File: config.mk
export PLATFORM = sky130hd
export DESIGN_NAME = qvs_ctrl
export DESIGN_NICKNAME = d
export VERILOG_FILES = /design/src/rtl/qvs_pkg.sv /design/src/rtl/qvs_ctrl.sv
export SDC_FILE = /design/constraint.sdc
export NUM_CORES = 1
export LEC_CHECK = 0
export BUFFER_PORTS_ARGS = -buffer_cell sky130_fd_sc_hd__buf_2
export CORE_AREA = 2 2 39 41
export DETAILED_ROUTE_END_ITERATION = 10
export DIE_AREA = 0 0 41 43
export PLACE_DENSITY = 0.48
export SYNTH_ARGS = -nofsm -noshare
export SYNTH_HDL_FRONTEND = slang
export SYNTH_SLANG_ARGS = --single-unit
File: constraint.sdc
create_clock -name clock -period 1.2 [get_ports clock]
set_clock_uncertainty 0.1 [all_clocks]
set_input_delay 0.12 -clock clock [delete_from_list [all_inputs] [get_ports clock]]
set_output_delay 0.12 -clock clock [all_outputs]
set_load 0.01 [all_outputs]
File: src/rtl/qvs_pkg.sv
// ----------------------------------------------------------------------------
// qvs_pkg: shared types for the quaternion vertex skinning block
// Payload structs, controller command and status, FSM state encoding.
// ----------------------------------------------------------------------------
`default_nettype none

package qvs_pkg;

   localparam int unsigned QuatW  = 16;
   localparam int unsigned PosW   = 32;
   localparam int unsigned FactW  = 17;
   localparam int unsigned AccW   = 48;
   localparam int unsigned FracQ  = 14;
   localparam int unsigned FracF  = 16;

   typedef struct packed {
      logic signed [15:0] quat_w;
      logic signed [15:0] quat_x;
      logic signed [15:0] quat_y;
      logic signed [15:0] quat_z;
      logic signed [31:0] joint_pos_x;
      logic signed [31:0] joint_pos_y;
      logic signed [31:0] joint_pos_z;
      logic signed [31:0] offset_x;
      logic signed [31:0] offset_y;
      logic signed [31:0] offset_z;
      logic        [16:0] blend_factor;
      logic               last_weight;
   } req_type;

   typedef struct packed {
      logic signed [31:0] vert_x;
      logic signed [31:0] vert_y;
      logic signed [31:0] vert_z;
      logic signed [31:0] box_min_x;
      logic signed [31:0] box_min_y;
      logic signed [31:0] box_min_z;
      logic signed [31:0] box_max_x;
      logic signed [31:0] box_max_y;
      logic signed [31:0] box_max_z;
   } rsp_type;

   typedef struct packed {
      logic load;     // capture input item
      logic t_mul;    // q x v partial products
      logic t_rnd;    // t = 2 (q x v), rounded
      logic r_mul;    // w t and q x t products
      logic r_sum;    // rotated offset plus joint position
      logic scale;    // times blend factor
      logic accum;    // saturating accumulate
      logic finish;   // load output register, update box
   } cmd_type;

   typedef struct packed {
      logic mode;     // weighted mode
      logic last;     // captured last_weight
      logic out_free; // output register can take a result
   } sts_type;

   typedef enum logic [2:0] {
      ST_IDLE,
      ST_TMUL,
      ST_TRND,
      ST_RMUL,
      ST_RSUM,
      ST_SCALE,
      ST_ACC,
      ST_FINISH
   } state_type;

endpackage

`default_nettype wire

File: src/rtl/qvs_ctrl.sv
// ----------------------------------------------------------------------------
// qvs_ctrl: sequencing controller
// Steps one item through the datapath and waits for a free output register.
// ----------------------------------------------------------------------------
`default_nettype none

module qvs_ctrl
   import qvs_pkg::*;
(
   input  wire logic    clock,
   input  wire logic    reset,
   input  wire logic    req_valid,
   output logic         req_ready,
   input  wire sts_type sts,
   output cmd_type      cmd
);

   state_type state_ff, state_in;

   always_ff @(posedge clock) begin
      if (reset) begin
         state_ff <= ST_IDLE;
      end else begin
         state_ff <= state_in;
      end
   end

   always_comb begin
      state_in = state_ff;
      case (state_ff)
         ST_IDLE: begin
            if (req_valid) begin
               state_in = sts.mode ? ST_TMUL : ST_FINISH;
            end
         end
         ST_TMUL:  state_in = ST_TRND;
         ST_TRND:  state_in = ST_RMUL;
         ST_RMUL:  state_in = ST_RSUM;
         ST_RSUM:  state_in = ST_SCALE;
         ST_SCALE: state_in = ST_ACC;
         ST_ACC:   state_in = sts.last ? ST_FINISH : ST_IDLE;
         ST_FINISH: begin
            if (sts.out_free) begin
               state_in = ST_IDLE;
            end
         end
         default:  state_in = ST_IDLE;
      endcase
   end

   always_comb begin
      cmd       = '0;
      req_ready = 1'b0;
      case (state_ff)
         ST_IDLE: begin
            req_ready = 1'b1;
            cmd.load  = req_valid;
         end
         ST_TMUL:   cmd.t_mul  = 1'b1;
         ST_TRND:   cmd.t_rnd  = 1'b1;
         ST_RMUL:   cmd.r_mul  = 1'b1;
         ST_RSUM:   cmd.r_sum  = 1'b1;
         ST_SCALE:  cmd.scale  = 1'b1;
         ST_ACC:    cmd.accum  = 1'b1;
         ST_FINISH: cmd.finish = sts.out_free;
         default:   cmd        = '0;
      endcase
   end

endmodule

`default_nettype wire

**Word-level counts from Yosys, hierarchy flattened**

Index checks and enable logic that the tools add are counted.

- Flip-flop bits (word level): 3
- Output and inout bits: 9
- Word-level logic and storage cells: 26

- Equality and inequality tests: 9
- Multiplexer cells: 14
- Reduce and logical (&&, ||, !) cells: 2

Operators with widths:

| operator | count |
|---|---|
| 3-bit one-hot mux with 8 select lines | 1 |
| 3-bit == test (second input constant) | 4 |
| 3-bit two-way mux | 4 |
| 1-bit two-way mux | 9 |
| 3-bit by 2-bit == test with 1-bit output (second input constant) | 2 |
| 2-bit != test (second input constant) | 2 |
| 3-bit by 1-bit == test with 1-bit output (second input constant) | 1 |
| 3-bit logical NOT | 1 |
| 2-bit AND reduction | 1 |

**Depth between registers and ports, before layout**

- Depth after elaboration: 3
- Gate-level depth with buffers: 4
- Gate-level depth less buffers: 3

**Least setup slack after synthesis**

No wires, ideal clock.

- Path type: register to register
- Start point: reg state_ff[2]
- End point: reg state_ff[2]
- Data arrival time: 0.963 ns
- Data required time: 0.974 ns
- Setup slack: 0.011 ns
- Cell stages (with the launch flop): 5
- Period minus slack after synthesis: 1.189 ns
- Path through: dfxtp_1 buf_6 nor3_2 a21o_2 a31oi_2

- Cells in the longest elaborated chain, start to end: 3
- Elaborated cells between the ends (all ways): 12

RTL lines:

| what | RTL line | RTL |
|---|---|---|
| from (decl) | qvs_ctrl.sv:18 | `state_type state_ff, state_in;` |
| from (signal assigned) | qvs_ctrl.sv:24 | `state_ff <= state_in;` |
| 3-bit == test or 3-bit logical NOT (tied branches) | qvs_ctrl.sv:30 | `case (state_ff)` |
| 2-bit != test (no source line) | -- |  |
| 2-bit AND reduction (no source line) | -- |  |

Parallel ways exist; a longest one is shown, timed or not.
A chain may end at the register's enable or synchronous reset.

==> out/metrics.csv <==
stage,metric,value,unit
synthesis,yosysWarnings,0,
power_and_ir_drop,leakage,0.265,nW
cts,htreeDepth,1,
floorplanning,rows,14,
synthesis,syn_inst,31,
setup_path,r2r-start,state_ff[2],
layout,largest_reg_flops,3,
sta,rsz0062_at_grt,true,
run_status,violations,negative setup slack,
sta,final.min_clock_period,1.30,ns
global_route,grt_overflow,0,
cts,cts_num_sinks,3,
layout,reg_top3,state_ff: 3 flops,
layout,fin_cells,74,
drt,drt-wirelength-per-cell,11.4,µm
layout,drive_above_1_share,0.759,
cts,cts_buffers,3,
floorplanning,die_w,41,µm
power_and_ir_drop,swShare,0.387,
drt,avgViaCountPerCell,4.20,
drt,drtIter0Drc,1,
cts,cts_tree,yes,
drt,drc,0,
layout,fillers,143,
setup_path,r2r_cells,4,
layout,antenna_cells,0,
flow_run,maxCapViolations,0,
run_status,status,finished with violations,
global_route,grt_max_degree,11,
global_route,grt_pass1_vias,283,
setup_path,cp.required,0.98,ns
synthesis,ys_ff_latch,3,
synthesis,synth.avg_cell_area,8.52,µm²
cts,postCtsHoldBufs,0,
min_path,min_path_type,primary input to flip-flop,
sta,min_period_over_period,1.08,
setup_path,cp-start-kind,flip-flop,
floorplanning,die_area,1760,µm²
cts,clockRootBuffer,clkbuf_4,
layout,utilization,0.373,
placed_design,io_buffers,14,
power_and_ir_drop,clkPwrFrac,0.165,
synthesis,syn_area,264,µm²
sta,drv_slew,0,
sta,finalSetupViolations,8,
synthesis,synth_edf_count,0,
floorplanning,die_y,43,µm
synthesis,ys_seq_area_frac,0.227,
layout,top_register,state_ff,
sta,worst-slew-pin-transition,0.185,ns
drt,drt_first_pass_iters,2,
power_and_ir_drop,p_per_area,2120,nW/µm²
drt,wl,841,µm
setup_path,crit_path_end,cmd[0],
cts,insertion_delay,0.23,ns
placed_design,placedCellCount,61,
power_and_ir_drop,pwr-share-comb,0.625,
setup_path,r2r_end,state_ff[2],
drt,route.vias.total,311,
placed_design,gp_congestion,0.638,
synthesis,synthDistinctLibCells,23,
power_and_ir_drop,p_switching,0.423,mW
placed_design,hpwl,489,µm
setup_path,criticalPathCategory,flip-flop to primary output,
global_route,antenna_found_initial,0,
synthesis,synthArstFlopShare,0,
setup_path,r2r_slack,0.05,ns
setup_path,crit_path_start,state_ff[0],
setup_path,crit_fanout,5,
power_and_ir_drop,power.total,1.09,mW
cts,clockBufferDepth,2,
global_route,grt_pass1_wl,1210,µm
setup_path,critPathCaptureType,primary output,
drt,ant_nets,0,
global_route,gr-usage-all-layers,0.108,
cts,cts.reportedPaths.clkPinSlew,0.04,ns
layout,area_growth_syn_to_layout,95.3,%
synthesis,synth_flop_cell,dfxtp_1,
floorplanning,start_util,0.191,
power_and_ir_drop,pwr-share-seq,0.210,
setup_path,cp.arrival,1.08,ns
sta,worst_slack,-0.0953,ns
synthesis,synthesis.nets,37,
floorplanning,io_pins,15,
sta,holdWs,0.0622,ns
sta,max_freq,0.772,GHz
sta,hold_violations,0,
power_and_ir_drop,irDropWorstVdd,625,µV
floorplanning,core_region_area,1380,µm²
sta,finalSetupTns,-0.501,ns
sta,slew_headroom,0.876,
layout,nets,65,
power_and_ir_drop,p_int,0.671,mW
[power by group through the flow]
stage	registers (mW)	clock network, mW	logic (mW)
6_report	0.230	0.180	0.684
5_1_grt	0.235	0.195	0.746
4_1_cts	0.248	0.189	0.523
3_5_place_dp	0.226	0	0.372
3_3_place_gp	0.222	0	0.370
2_1_floorplan	0.156	0	0.346
[cell families after synthesis]
| kind of cell | after synthesis | share of synthesized area |
|---|---|---|
| buffers and inverters | 6 | 0.142 |
| AO/OA/AOI/OAI | 8 | 0.237 |
| AND/OR/NAND/NOR | 14 | 0.393 |
| flip-flops | 3 | 0.227 |
[worst min path at each step]
stage,end,startpoint,slack (ns),depth (start not counted)
after floorplan,state_ff[2],reset,0.19,2
after global placement,state_ff[0],reset,0.31,3
after detailed placement,state_ff[0],reset,0.31,3
after CTS,state_ff[1],reset,0.05,3
after global routing,state_ff[1],reset,0.06,3
final,state_ff[0],reset,0.06,3
[Yosys cell counts (2+ instances only)]
library cell  instances  area (µm²)
a21oi_1               2        10.0
nor3b_1               2        15.0
nand2_1               2        7.51
inv_1                 3        11.3
buf_4                 2        15.0
dfxtp_1               3        60.1
[placed cells by master, fill, tap and decap left out]
cell type and n:
nand2_4 1, dfxtp_4 3, buf_2 11, nor3b_2 3, inv_1 3, and4_2 1, and2_4 1, o21bai_1 1
and2b_1 1, a21oi_1 2, clkbuf_1 1, a31oi_2 1, a21boi_2 1, nand2_1 1, o21ai_1 1, nor2_1 1
buf_4 9, nand4b_1 1, a211oi_2 1, clkbuf_4 3, buf_6 6, nor3_4 1, and3_2 1, nor2b_1 1
nand3b_1 1, a21o_2 1
[critical path, stage by stage (launching register included)]
cell and delay (ns):
dfxtp_4 0.36, buf_4 0.14, and4_2 0.22, buf_6 0.12
[layer usage]
layer,global-route usage,wire length [µm]
met1,0.115,338
met2,0.159,475
met3,0.0157,27
met4,0.120,0
met5,0,0
[through the flow]
| step | area, µm² | worst slack, ns |
|---|---|---|
| after floorplan | 264 | 0.0107 |
| after global placement | 350 | -0.0327 |
| after detailed placement | 350 | -0.0569 |
| after CTS | 462 | -0.103 |
| after global routing | 515 | -0.142 |
| final | 515 | -0.0953 |
[layout make-up]
| cell class | instances | area, µm² | share of cell area |
|---|---|---|---|
| inverters | 3 | 11.3 | 0.0218 |
| clock buffers | 4 | 26.3 | 0.0510 |
| well taps | 16 | 20.0 | 0.0388 |
| flip-flops and latches | 3 | 71.3 | 0.138 |
| repair buffers | 26 | 190 | 0.369 |
| multi-input cells | 22 | 196 | 0.381 |
[timing repair]
item                       in CTS  in global routing
pin swaps                       4                  7
resized for setup              14                 10
setup endpoints to repair      11                 11
setup buffers                   6                  4
No activity file was read; power rests on OpenSTA's default activity.
